<file path="config.mk">
export PLATFORM = sky130hd
export DESIGN_NAME = uggc_sqrt
export DESIGN_NICKNAME = d
export VERILOG_FILES = /design/src/hdl/uggc_pkg.sv /design/src/hdl/uggc_sqrt.sv
export SDC_FILE = /design/constraint.sdc
export NUM_CORES = 2
export LEC_CHECK = 0
export BUFFER_PORTS_ARGS = -buffer_cell sky130_fd_sc_hd__buf_2
export CAP_MARGIN = 10
export CORE_MARGIN = 2
export CORE_UTILIZATION = 64
export CTS_BUF_LIST = sky130_fd_sc_hd__clkbuf_16
export DETAILED_ROUTE_END_ITERATION = 10
export HOLD_SLACK_MARGIN = 0.03
export PLACE_DENSITY_LB_ADDON = 0.2
export SLEW_MARGIN = 5
export SYNTH_ARGS = -nofsm -noshare
export SYNTH_HDL_FRONTEND = slang
export SYNTH_SLANG_ARGS = --single-unit
</file>
<file path="constraint.sdc">
create_clock -name clk -period 3.9 [get_ports clk]
set_clock_uncertainty 0.2 [all_clocks]
set_input_delay 0.78 -clock clk [delete_from_list [all_inputs] [get_ports clk]]
set_output_delay 0.78 -clock clk [all_outputs]
set_load 0.01 [all_outputs]
</file>
<file path="src/hdl/uggc_pkg.sv">
// shared constants and types of the go-to-goal controller
// angle format, cordic arctangent table, square root sizes, register codes
// no dependencies
package uggc_pkg;

  // angles are radians in q.16, carried as signed 20 bit values
  localparam int AW = 20;

  localparam logic signed [AW-1:0] ANG_PI      = 20'sd205887;
  localparam logic signed [AW-1:0] ANG_HALF_PI = 20'sd102944;
  localparam logic signed [AW-1:0] ANG_TWO_PI  = 20'sd411775;

  // cordic datapath of the sine/cosine unit and its start value (1/gain in q.16)
  localparam int CS_W = 20;
  localparam logic signed [CS_W-1:0] CORDIC_INV_GAIN = 20'sd39797;

  localparam int MAX_ITER = 24;

  // atan(2^-i) in q.16
  localparam logic signed [AW-1:0] ATAN_TABLE [0:MAX_ITER-1] = '{
    20'sd51472, 20'sd30385, 20'sd16055, 20'sd8150, 20'sd4091, 20'sd2047,
    20'sd1024,  20'sd512,   20'sd256,   20'sd128,  20'sd64,   20'sd32,
    20'sd16,    20'sd8,     20'sd4,     20'sd2,    20'sd1,    20'sd0,
    20'sd0,     20'sd0,     20'sd0,     20'sd0,    20'sd0,    20'sd0
  };

  // squared distance and its q.16 square root
  localparam int SQ_W   = 34;
  localparam int ROOT_W = 25;

  // configuration register codes
  typedef enum logic [1:0] {
    REG_GAIN_DISTANCE = 2'd0,
    REG_GAIN_HEADING  = 2'd1
  } cfg_reg_t;

endpackage

</file>
<file path="src/hdl/uggc_sqrt.sv">
// pipelined digit-by-digit integer square root, one root bit per stage
// returns floor(sqrt(sq_i * 2^16))
// depends on uggc_pkg
module uggc_sqrt (
  input  logic                          clk,
  input  logic                          en,
  input  logic [uggc_pkg::SQ_W-1:0]     sq_i,
  output logic [uggc_pkg::ROOT_W-1:0]   root_o
);

  localparam int RTW = uggc_pkg::ROOT_W;
  localparam int VW  = 2 * RTW;
  localparam int RW  = RTW + 3;

  logic [RTW-1:0] root_r [0:RTW-1];
  logic [RW-1:0]  rem_r  [0:RTW-2];
  logic [VW-1:0]  v_r    [0:RTW-2];

  for (genvar k = 0; k < RTW; k++) begin : g_stage
    logic [RW-1:0]  rem_in;
    logic [RTW-1:0] root_in;
    logic [VW-1:0]  v_in;
    logic [RW-1:0]  t;
    logic [RW-1:0]  trial;
    logic           take;

    if (k == 0) begin : g_first
      assign rem_in  = '0;
      assign root_in = '0;
      assign v_in    = {sq_i, {(VW-uggc_pkg::SQ_W){1'b0}}};
    end else begin : g_rest
      assign rem_in  = rem_r[k-1];
      assign root_in = root_r[k-1];
      assign v_in    = v_r[k-1];
    end

    assign t     = {rem_in[RW-3:0], v_in[VW-1 -: 2]};
    assign trial = {1'b0, root_in, 2'b01};
    assign take  = (t >= trial);

    always_ff @(posedge clk) begin
      if (en) begin
        root_r[k] <= {root_in[RTW-2:0], take};
      end
    end

    if (k < RTW - 1) begin : g_carry
      always_ff @(posedge clk) begin
        if (en) begin
          rem_r[k] <= take ? (t - trial) : t;
          v_r[k]   <= v_in << 2;
        end
      end
    end
  end

  assign root_o = root_r[RTW-1];

endmodule

</file>
# Word level (Yosys, flattened, before mapping)
# Memories as Yosys holds them, arrays and structs flattened.
# Cells that the tools add are included.
dict set report totals {
  reg_bits 0
  ramBits 2449
  in_bits 36
  out_inout_bits 25
  elab_cells 78
  n_memories 3
}
dict set report op_classes {
  n_addsub 24
  order_cmp 25
  n_mux 26
}
# name words word_bits read_ports rd_clocked_by_memory_dff wr line
set mem_list {}
lappend mem_list {v_r 24 48 24 0 24 uggc_sqrt.sv:17} ;# logic [VW-1:0] v_r [0:RTW-2];
lappend mem_list {rem_r 24 28 24 0 24 uggc_sqrt.sv:16} ;# logic [RW-1:0] rem_r [0:RTW-2];
lappend mem_list {root_r 25 25 25 0 25 uggc_sqrt.sv:15} ;# logic [RTW-1:0] root_r [0:RTW-1];
# cell n
set ops {}
lappend ops {{$ge A28 B27 Y1} 24}
lappend ops {{$mux W28} 24}
lappend ops {{$sub A28 B27 Y28} 23}
lappend ops {{$sub A2 B1 Y3 const B} 1}
lappend ops {{$ge A2 B1 Y1 const B} 1}
lappend ops {{$mux W1} 2}

# Depth between registers and ports, before layout
# An unclocked memory read counts as a cell.
dict set report depth {
  word_depth 3
  mapped_depth 13
  mapped_depth_nobuf 12
}

# Worst setup path after synthesis
# OpenSTA, ideal clock, no wires.
dict set report synth_timing {
  kind {reg2reg}
  from {memory rem_r[2][140] in the netlist's numbering}
  to {memory rem_r[2][178] in the netlist's numbering (data pin)}
  setup_time_ns 0.262
  arrival_time_ns 3.110
  t_required_ns 3.438
  path_slack_ns 0.328
  path_stages_with_launch 11
  n_path_buf 1
  synth_period_minus_slack_ns 3.572
  cell_sequence {edfxtp_1 ha_1 fa_1 a21oi_1 o22ai_1 o31ai_1 o21ai_1 a311oi_1 o21a_1 buf_2 mux2_1}
}
# item line
set synth_lines {}
lappend synth_lines {{start, declared} uggc_sqrt.sv:16}

==> reports/qor.txt <==
Final hold slack = 0.1581 ns
YS warnings = 0
CP Launch Point = rem_r[2][28]
Post-synth top area cell = edfxtp_1
Die width = 307.5 microns
Final cell count without fillers = 6290
Filler cell count = 6116
Pint = 26.43 mW
Gr usage total = 0.2400
Comb pwr share = 0.199
Syn nets = 5176
Area of the multi-input gates = 21740 sq um
Status = complete, no violations
Pre-Repair DR Iteration Count = 5
DP HPWL = 80980 microns
Async set or reset register ratio after synthesis = 0
Register bit count reported by yosys = 1179
Die height = 307.5 microns
First DRT Iteration DRCs = 2864
TNS Setup = 0 ns
Global-route wire length before repair = 182500 microns
GRT Residual Overflow = 0
CTS Buf Count = 117
Initial antenna violation count = 0
H-Tree Depth = 3
Hold Startpoint = sq_i[32]
Cell area after synthesis = 58940 sq um
Number of global-route vias before repair = 35520
Longest Clk Path Bufs = 3
Placed cells = 6040
Design Area, Final = 65730 sq um
Nets@finish = 5386
WL final = 112700 microns
Core ar. = 91520 sq um
Seq/Total Area, Yosys = 0.6007
Layout cell share with drive strength beyond 1 = 0.08209
Die footprint = 94540 sq um
I/O pins = 61
Top cell type's share of synthesized area = 0.6007
Tcrit/Tclk final = 0.9576
Highest clock rate = 267.8 MHz
Diodes inserted = 0
DRC viols = 0
Storage cell area = 35400 sq um
Type of destination of the critical path = flop
Min cycle time layout = 3.735 ns
CTS Sinks = 1179
Num rows = 111
Post-synth EDFFs = 1179
TritonCTS clock tree = done
Sw power = 9.959 mW
Worst-path fanout max = 8
Final setup fails = 0
Worst setup SP type = flop
Root Driver = clkbuf_16
Hold Path Class = primary input to flop
Port bufs = 60
Clock Latency Late Sink = 0.71 ns
Syn avg cell area = 12.29 sq um
Slew Limit Headroom = 0.4676
Pin count of the biggest net entering global routing = 106
Yosys cell types = 89
Vias = 36960
Largest cells by area after synthesis = edfxtp_1 60%, ha_1 7.2%, xor2_1 3.6%
PD cells = 553.6 nW/um^2
Via density = 5.876
Placed Area = 61290 sq um
Reg power frac = 0.476
Initial core utilization = 0.6440
Peak VDD IR = 429.0 uV
Post-synth top flop = edfxtp_1
WL per Instance = 17.92 microns
P_leak = 25.76 nW
RSZ-0062 raised after global routing = no
Mapped Cells = 4796
Net Sw Frac = 0.2737
Clock power frac = 0.325
WP data arrival = 3.98 ns
Final Max Tran Viols = 0
CP required = 4.14 ns
Final Hold Fails = 0
CP Class = flop to flop
Worst R2R Start = rem_r[2][28]
RePlAce Congestion = 0.8941
MaxCap Viol Count = 0
Synth-to-Final Area Change = 11.52%
Clk slew on worst S/H paths = 0.06 ns
Worst Tran Pin Value = 0.7985 ns
DRT antenna net count = 0
==> power groups by stage <==
stage / sequential, mW / clock [mW] / combinational, mW
final: 17.3 / 11.8 / 7.24
after global routing: 17.5 / 12.6 / 8.12
after CTS: 17.3 / 12.1 / 7.19
after detailed placement: 17.6 / 0 / 7.10
after global placement: 17.5 / 0 / 6.92
after floorplan: 17.0 / 0 / 5.47
==> registers in the layout (all words and copies together) (netlist names) <==
signal	flops
root_r	325
v_r	272
rem_r	582
==> synth_stat cells, types with 11 or more instances <==
library cell / instances
buf_2: 11
or3_1: 55
or4_1: 17
nand2b_1: 57
o21bai_1: 34
nor3_1: 146
and3_1: 20
a21o_1: 120
o21ai_1: 87
a31oi_1: 19
nor2_1: 270
o211ai_1: 16
or2_2: 17
nand2_1: 369
edfxtp_1: 1179
mux2_2: 46
a211oi_1: 32
o21ai_0: 181
o31ai_1: 38
nand3_1: 65
and2_1: 14
nor4_1: 75
inv_1: 406
xnor2_1: 219
clkbuf_1: 62
mux2_1: 30
a21oi_1: 266
o21a_1: 65
xor2_1: 239
nand3b_1: 16
nand4_1: 53
nor3b_1: 11
ha_1: 337
nor2b_1: 35
==> cell families (layout without fill, tap and decap cells) <==
logic type               Yosys count  after routing  share of synthesized area
multiplexers                      80             80                    0.01520
XOR/XNOR                         458            458                    0.06806
adder cells (fa/ha/maj)          344            344                    0.07392
AO/OA/AOI/OAI                    976            976                     0.1039
buffers and inverters            490            798                    0.03157
other                              1              1                 0.00006362
flip-flops                      1179           1179                     0.6007
AND/OR/NAND/NOR                 1268           1268                     0.1066
==> repair_timing <==
| action | in CTS | in global routing |
|---|---|---|
| gates resized for setup | 0 | 1 |
| setup endpoints to repair | 0 | 23 |
| hold endpoints to repair | 32 | 0 |
| hold buffers | 32 | 0 |
| setup buffers | 0 | 1 |
==> layout by cell type, fill, tap and decap left out, types with 145 or more instances in the layout <==
| master | n |
|---|---|
| nand2_1 | 369 |
| nor2_1 | 270 |
| xor2_1 | 239 |
| edfxtp_1 | 1179 |
| a21oi_1 | 265 |
| xnor2_1 | 219 |
| inv_1 | 417 |
| nor3_1 | 145 |
| ha_1 | 337 |
| o21ai_0 | 181 |
==> metal layers <==
metal  vias to the layer above  track usage  wire, microns
met4                         0      0.07102           2620
li1                      18130            -              -
met1                     17780       0.3397          50860
met2                       872       0.3941          53650
met3                       178      0.02897           5556
met5                         -            0              0
==> worst max-delay path: stages (launching register included) <==
cell and delay [ns]:
edfxtp_1 0.47, ha_1 0.27, fa_1 0.42, a21o_1 0.22, a221oi_1 0.40, a211o_1 0.29, a21o_1 0.21, a311o_1 0.22
and2_1 0.24, inv_2 0.16, and4b_1 0.22, xor2_1 0.14
==> through the flow <==
stage               worst slack, ns  utilization  total power, mW
floorplan                    0.3280            -            22.52
CTS                         0.08462       0.7180            36.58
global route                0.01340       0.7182            38.17
finish                       0.1652       0.7182            36.39
global placement             0.2105       0.6697            24.47
detailed placement          0.09740       0.6697            24.65
==> worst paths after layout <==
path	to	slack, ns	cells after the start
setup / recovery	rem_r[2][81]	0.17	11
hold reg to reg	v_r[2][39]	0.22	0
setup reg to reg	rem_r[2][81]	0.17	11
hold / removal	root_r[0][0]	0.16	2
==> layout make-up <==
type                    count  share of cell area
well taps                1186             0.02257
inverters                 413             0.02358
repair buffers            168             0.02208
clock buffers             118             0.04492
multi-input cells        3127              0.3307
clock inverters            99             0.01751
flip-flops and latches   1179              0.5386
No activity file was read; power rests on OpenSTA's default activity.
