===== src/hdl/uggc_pkg.sv =====
// shared constants and types of the go-to-goal controller
// angle format, cordic arctangent table, square root sizes, register codes
// no dependencies
package uggc_pkg;

  // angles are radians in q.16, carried as signed 20 bit values
  localparam int AW = 20;

  localparam logic signed [AW-1:0] ANG_PI      = 20'sd205887;
  localparam logic signed [AW-1:0] ANG_HALF_PI = 20'sd102944;
  localparam logic signed [AW-1:0] ANG_TWO_PI  = 20'sd411775;

  // cordic datapath of the sine/cosine unit and its start value (1/gain in q.16)
  localparam int CS_W = 20;
  localparam logic signed [CS_W-1:0] CORDIC_INV_GAIN = 20'sd39797;

  localparam int MAX_ITER = 24;

  // atan(2^-i) in q.16
  localparam logic signed [AW-1:0] ATAN_TABLE [0:MAX_ITER-1] = '{
    20'sd51472, 20'sd30385, 20'sd16055, 20'sd8150, 20'sd4091, 20'sd2047,
    20'sd1024,  20'sd512,   20'sd256,   20'sd128,  20'sd64,   20'sd32,
    20'sd16,    20'sd8,     20'sd4,     20'sd2,    20'sd1,    20'sd0,
    20'sd0,     20'sd0,     20'sd0,     20'sd0,    20'sd0,    20'sd0
  };

  // squared distance and its q.16 square root
  localparam int SQ_W   = 34;
  localparam int ROOT_W = 25;

  // configuration register codes
  typedef enum logic [1:0] {
    REG_GAIN_DISTANCE = 2'd0,
    REG_GAIN_HEADING  = 2'd1
  } cfg_reg_t;

endpackage


===== src/hdl/uggc_cordic.sv =====
// unrolled cordic, one register stage per iteration plus one range-fold stage
// vectoring mode gives atan2(y, x), rotation mode gives cos/sin of z
// depends on uggc_pkg
module uggc_cordic #(
  parameter int W      = 20,
  parameter int N      = 16,
  parameter bit VECTOR = 1'b1
) (
  input  logic                          clk,
  input  logic                          en,
  input  logic signed [W-1:0]           x_i,
  input  logic signed [W-1:0]           y_i,
  input  logic signed [uggc_pkg::AW-1:0] z_i,
  output logic signed [W-1:0]           x_o,
  output logic signed [W-1:0]           y_o,
  output logic signed [uggc_pkg::AW-1:0] z_o
);

  logic signed [W-1:0]            x_r [0:N];
  logic signed [W-1:0]            y_r [0:N];
  logic signed [uggc_pkg::AW-1:0] z_r [0:N];
  logic                           f_r [0:N];

  logic signed [W-1:0]            px_nxt;
  logic signed [W-1:0]            py_nxt;
  logic signed [uggc_pkg::AW-1:0] pz_nxt;
  logic                           pf_nxt;

  // fold stage: quadrant pre-rotation (vectoring) or fold by pi (rotation)
  always_comb begin
    px_nxt = x_i;
    py_nxt = y_i;
    pz_nxt = z_i;
    pf_nxt = 1'b0;
    if (VECTOR) begin
      pz_nxt = '0;
      pf_nxt = (x_i == '0) && (y_i == '0);
      if (x_i < 0) begin
        if (y_i >= 0) begin
          px_nxt = y_i;
          py_nxt = -x_i;
          pz_nxt = uggc_pkg::ANG_HALF_PI;
        end else begin
          px_nxt = -y_i;
          py_nxt = x_i;
          pz_nxt = -uggc_pkg::ANG_HALF_PI;
        end
      end
    end else begin
      if (z_i > uggc_pkg::ANG_HALF_PI) begin
        pz_nxt = z_i - uggc_pkg::ANG_PI;
        pf_nxt = 1'b1;
      end else if (z_i < -uggc_pkg::ANG_HALF_PI) begin
        pz_nxt = z_i + uggc_pkg::ANG_PI;
        pf_nxt = 1'b1;
      end
    end
  end

  always_ff @(posedge clk) begin
    if (en) begin
      x_r[0] <= px_nxt;
      y_r[0] <= py_nxt;
      z_r[0] <= pz_nxt;
      f_r[0] <= pf_nxt;
    end
  end

  for (genvar i = 0; i < N; i++) begin : g_iter
    logic signed [W-1:0] xs;
    logic signed [W-1:0] ys;
    logic                up;

    assign xs = x_r[i] >>> i;
    assign ys = y_r[i] >>> i;
    // turn direction: toward y = 0 when vectoring, toward z = 0 when rotating
    assign up = VECTOR ? (y_r[i] < 0) : (z_r[i] >= 0);

    always_ff @(posedge clk) begin
      if (en) begin
        if (up) begin
          x_r[i+1] <= x_r[i] - ys;
          y_r[i+1] <= y_r[i] + xs;
          z_r[i+1] <= z_r[i] - uggc_pkg::ATAN_TABLE[i];
        end else begin
          x_r[i+1] <= x_r[i] + ys;
          y_r[i+1] <= y_r[i] - xs;
          z_r[i+1] <= z_r[i] + uggc_pkg::ATAN_TABLE[i];
        end
        f_r[i+1] <= f_r[i];
      end
    end
  end

  // flag: zero vector (angle 0) or folded angle (negate both results)
  assign x_o = f_r[N] ? -x_r[N] : x_r[N];
  assign y_o = f_r[N] ? -y_r[N] : y_r[N];
  assign z_o = f_r[N] ? '0 : z_r[N];

endmodule


===== config.mk =====
export PLATFORM = sky130hd
export DESIGN_NAME = uggc_cordic
export DESIGN_NICKNAME = d
export VERILOG_FILES = /design/src/hdl/uggc_pkg.sv /design/src/hdl/uggc_cordic.sv
export SDC_FILE = /design/constraint.sdc
export NUM_CORES = 2
export LEC_CHECK = 0
export CORE_AREA = 2 2 478 480
export CTS_BUF_LIST = sky130_fd_sc_hd__clkbuf_4 sky130_fd_sc_hd__clkbuf_8
export CTS_CLUSTER_SIZE = 25
export DETAILED_ROUTE_END_ITERATION = 6
export DIE_AREA = 0 0 480 482
export DONT_BUFFER_PORTS = 1
export SLEW_MARGIN = 20
export SYNTH_ARGS = -nofsm -noshare
export SYNTH_HDL_FRONTEND = slang
export SYNTH_SLANG_ARGS = --single-unit

===== constraint.sdc =====
create_clock -name clk -period 5.29 [get_ports clk]
set_input_delay 0.529 -clock clk [delete_from_list [all_inputs] [get_ports clk]]
set_output_delay 0.529 -clock clk [all_outputs]
set_load 0.02 [all_outputs]

Yosys cells after proc, flatten, opt, wreduce, memory -nomap -nowiden
Memory sizes are Yosys's and may differ from the RTL's.
Index checks and enable logic that the tools add are counted.
{"block": "classes", "addsub": 99, "order_cmp": 18, "n_mux": 155, "bitwise": 48, "reduce_logical": 3}
{"operator": "20-bit two-way mux", "count": 57}
{"operator": "20-bit by 1-bit < comparator with 1-bit output, second input constant", "count": 17}
{"operator": "1-bit two-way mux", "count": 98}
{"operator": "20-bit negator", "count": 4}
{"operator": "1-bit OR", "count": 48}
{"operator": "20-bit by 10-bit adder with 20-bit output", "count": 2}
{"operator": "20-bit by 11-bit adder with 20-bit output", "count": 2}
{"operator": "20-bit by 12-bit adder with 20-bit output", "count": 2}
{"operator": "20-bit by 12-bit adder with 20-bit output, second input constant", "count": 2}
{"operator": "20-bit by 13-bit adder with 20-bit output", "count": 2}
{"operator": "20-bit by 14-bit adder with 20-bit output", "count": 2}
{"operator": "20-bit by 15-bit adder with 20-bit output", "count": 2}
{"operator": "20-bit by 16-bit adder with 20-bit output", "count": 2}
{"operator": "20-bit by 17-bit adder with 20-bit output", "count": 2}
{"operator": "20-bit by 18-bit adder with 20-bit output", "count": 2}
{"operator": "20-bit by 19-bit adder with 20-bit output", "count": 2}
{"operator": "20-bit by 5-bit adder with 20-bit output", "count": 2}
{"operator": "20-bit by 6-bit adder with 20-bit output", "count": 2}
{"operator": "20-bit by 7-bit adder with 20-bit output", "count": 2}
{"operator": "20-bit by 8-bit adder with 20-bit output", "count": 2}
{"operator": "20-bit by 9-bit adder with 20-bit output", "count": 2}
{"operator": "20-bit zero test", "count": 2}
{"operator": "20-bit by 10-bit subtractor with 20-bit output", "count": 2}
{"operator": "20-bit by 11-bit subtractor with 20-bit output", "count": 2}
{"operator": "46 further kinds", "count": 61}
{"block": "word_totals", "ff_bits": 0, "ramBits": 1037, "in_bits": 62, "out_inout_bits": 60, "word_cells": 327, "mem_count": 4}
{"name": "x_r", "depth": 17, "word_bits": 20, "rd": 17, "rd_clocked_by_memory_dff": 0, "wr": 17, "line": "uggc_cordic.sv:19", "text": "logic signed [W-1:0] x_r [0:N];"}
{"name": "y_r", "depth": 17, "word_bits": 20, "rd": 17, "rd_clocked_by_memory_dff": 0, "wr": 17, "line": "uggc_cordic.sv:20", "text": "logic signed [W-1:0] y_r [0:N];"}
{"name": "z_r", "depth": 17, "word_bits": 20, "rd": 17, "rd_clocked_by_memory_dff": 0, "wr": 17, "line": "uggc_cordic.sv:21", "text": "logic signed [uggc_pkg::AW-1:0] z_r [0:N];"}
{"name": "f_r", "depth": 17, "word_bits": 1, "rd": 17, "rd_clocked_by_memory_dff": 0, "wr": 17, "line": "uggc_cordic.sv:22", "text": "logic f_r [0:N];"}

Logic depth before layout (Yosys ltp)
{"block": "depth", "ltp_word": 5, "depth_mapped": 17, "mapped_depth_nobuf": 16}

Worst setup path after synthesis
OpenSTA, ideal clock, no wires.
{"block": "synth_timing", "path_kind": "input port to flip-flop", "start": "in en", "end": "mem x_r[8][17] (data pin)", "setup_ns": 0.263, "arrival_ns": 4.316, "required_ns": 5.027, "path_slack_ns": 0.711, "cell_stages": 16, "path_buffers": 4, "path_cell_list": "clkbuf_1 clkbuf_1 nor2b_1 clkbuf_1 inv_1 buf_1 o21ai_0 ha_1 a211oi_1 nor2_1 o41a_1 a31o_2 a41o_1 o21a_1 a311oi_1 xnor2_1"}
{"item": "start, declared", "line": "uggc_cordic.sv:10", "text": "input logic en,"}
{"item": "end, declared", "line": "uggc_cordic.sv:19"}

==> run_results.csv <==
group,metric,value,unit
outcome,status,"completed",
floorplanning,fp-row-count,175,
global_routing,grt_remaining_overflow,0,
synth,ys.warnings.count,0,
clock_network,tritoncts,"yes",
timing,tns,0,ns
clock_network,cts-htree-levels,4,
timing,worstMarginPinSlew,1.149,ns
finish,drive_gt1_share,13.89,%
route,wl_per_cell,16.53,µm
synth,syn_area_per_cell,9.940,µm²
clock_network,post_cts_buffers,0,
clock_network,clock_sinks,996,
synth,synth_cell_type_count,95,
clock_network,clock-root-buffer,"clkbuf_8",
finish,final_common_cell,"edfxtp_1",
finish,finalNetCount,9974,
timing,fin_worst_skew,0.06753,ns
floorplanning,die_w,480,µm
floorplanning,io_pins,122,
timing,rsz0062_at_grt,"false",
route,vias,62420,
clock_network,cts-buffers-inserted,176,
route,drtIter0Drc,3078,
setup_path,required,5.94,ns
synth,syn_inst,7929,
floorplanning,coreArea,226400,µm²
setup_path,crit_type,"in -> reg",
synth,synth_area_leader_cell,"edfxtp_1",
placed_design,place.gp.congestion,0.9018,
timing,fmax,0.2064,GHz
floorplanning,start_util,34.81,%
route,firstDrtPassIters,5,
setup_path,startpoint_type,"primary input",
timing,setup_slack,0.4456,ns
timing,setup_viol,0,
timing,drv_slew,0,
setup_path,cpPeakStageDelay,0.47,ns
synth,synth_top_area_share,37.95,%
synth,ys_seq_elements,996,
clock_network,clkSlewWorstSetupHoldPaths,0.08,ns
placed_design,dp_worst_setup_slack,-1.626,ns
synth,synth_flop_cell,"edfxtp_1",
placed_design,dpl.hpwl,155.1,mm
global_routing,grt_max_degree,193,
global_routing,antenna_found_initial,3,
setup_path,crit_arrival,5.50,ns
timing,fin_crit_sh,91.58,%
global_routing,grt_first_pass_wirelength,321.3,mm
clock_network,insertion_delay,0.93,ns
clock_network,ctsLongestPathBuffers,3,
setup_path,crit_top_cell,"buf_16",
setup_path,crit_fanout,153,
worst_hold_path,hold_class,"in -> reg",
route,post-route-drc-count,0,
timing,relSlewSlack,22.62,%
setup_path,crit_chain,"buf_16, buf_16, buf_16, buf_16, nor2b_1, clkinv_1, buf_4, a21oi_1, ha_1, nor2b_1, o21ai_0, a21boi_0, o211ai_1, o21ai_0, a311oi_1, nor3_1, a311o_1",
synth,synth_area_leaders,"edfxtp_1 (38%), ha_1 (15%), xnor2_1 (7.9%), a21oi_1 (5.3%), xor2_1 (4.1%)",
finish,fin_util,41.23,%
route,drt-total-wl,199.9,mm
placed_design,io_buffers,0,
flow_run,cap_violations,0,
timing,finalHoldViolCount,0,
finish,layout_common_cells,"edfxtp_1 (996), ha_1 (922), buf_4 (899), a21oi_1 (839), xnor2_1 (710)",
setup_path,cpMaxStageDelayCell,"buf_16",
synth,syn-cell-area,78810,µm²
global_routing,grt_use_total,16.88,%
synth,synth-edff-count,996,
synth,syn_nets,8961,
floorplanning,die_y,482,µm
synth,async_reset_ff_share,0,%
floorplanning,die_area,231400,µm²
global_routing,grt_pass1_vias,62430,
synth,yosysSeqAreaShare,37.95,%
timing,finalCriticalPeriod,4.844,ns
route,ant_nets,0,
finish,syn_to_final_growth,18.44,%
route,viasPerCell,5.163,
setup_path,endpoint_kind,"register",
finish,finalInstanceArea,93350,µm²
placed_design,dpl_cell_area,88950,µm²
## cells by family after synthesis
logic type,synth area share (%)
AOI/OAI and AO/OA,18.57
xor gates and xnor gates,11.95
adders and majority gates,15.86
buffers and inverters,2.743
DFF,37.95
muxes,0.7747
other,0.004758
and+or+nand+nor,12.15
## synthesized netlist by cell type (all sizes together) (26+ instances only)
cell    instances
a21o          299
fa             48
nand4          57
a21oi         840
xor2          365
nand2b        107
and2           31
or4            27
o21a          103
xnor2         710
nor3          180
and3           46
a21boi         44
o41ai          27
ha            922
nor4           46
mux2i          52
a211o          31
o21bai         90
a311oi         26
nor2b         172
buf            32
nand2         350
nor3b          36
a211oi         68
edfxtp        996
or3            59
nor2          617
nand3         116
o21ai         421
inv           420
o31ai          90
a31oi          58
clkbuf        118
## routing by layer
layer / vias up / share of wire [%] / global-route usage (%)
li1: 31420 / - / -
met1: 29370 / 42 / 19.28
met2: 1199 / 51 / 31.44
met3: 433 / 3.6 / 2.491
met4: 0 / 4.1 / 6.595
met5: - / 0 / 0
## cell type report
type	instances	area [µm²]
diodes	5	12.51
clock buffers	223	2794
clock inverters	90	703.2
fillers	21830	133100
inverters	421	1580
multi-input cells	6362	46750
flip-flops and latches	996	29910
well taps	3009	3765
repair buffers	985	7833
## critical path, delay by kind of cell
kind / cells / cell delay, ns
AND/OR/NAND/NOR: 3 / 0.48
AO/OA/AOI/OAI: 7 / 1.71
adder cells (fa/ha/maj): 1 / 0.26
buffers and inverters: 6 / 2.03
## metrics by stage
step / hold WS, ns / instances
after floorplan: 0.4003 / 7929
after global placement: 0.4028 / 11690
after detailed placement: 0.4045 / 11700
after CTS: 0.003669 / 12090
after global routing: 0.05721 / 12090
final: 0.1064 / 12090
## flip-flops by register name (all words and copies together) (netlist names)
register,count
f_r,17
z_r,300
x_r,340
y_r,339
## worst paths after layout
path                             from                     to  slack (ns)  depth (start not counted)
hold / removal                     en    y_r[0][9]$_DFFE_PP_        0.11                          1
setup reg to reg  y_r[5][9]$_DFFE_PP_   x_r[6][19]$_DFFE_PP_        0.69                         15
hold reg to reg   z_r[9][5]$_DFFE_PP_   z_r[10][5]$_DFFE_PP_        0.41                          0
setup / recovery                   en  y_r[14][17]$_DFFE_PP_        0.45                         17
## repair_timing
item / CTS / global route
gates cloned: 2 / 1
endpoints found under the setup margin: 114 / 35
hold endpoints to repair: 174 / 0
hold buffers: 75 / 0
resized for setup: 0 / 0
Power is not shown: default switching activity piles up to over one toggle a cycle in this logic, so the estimate is an artifact.
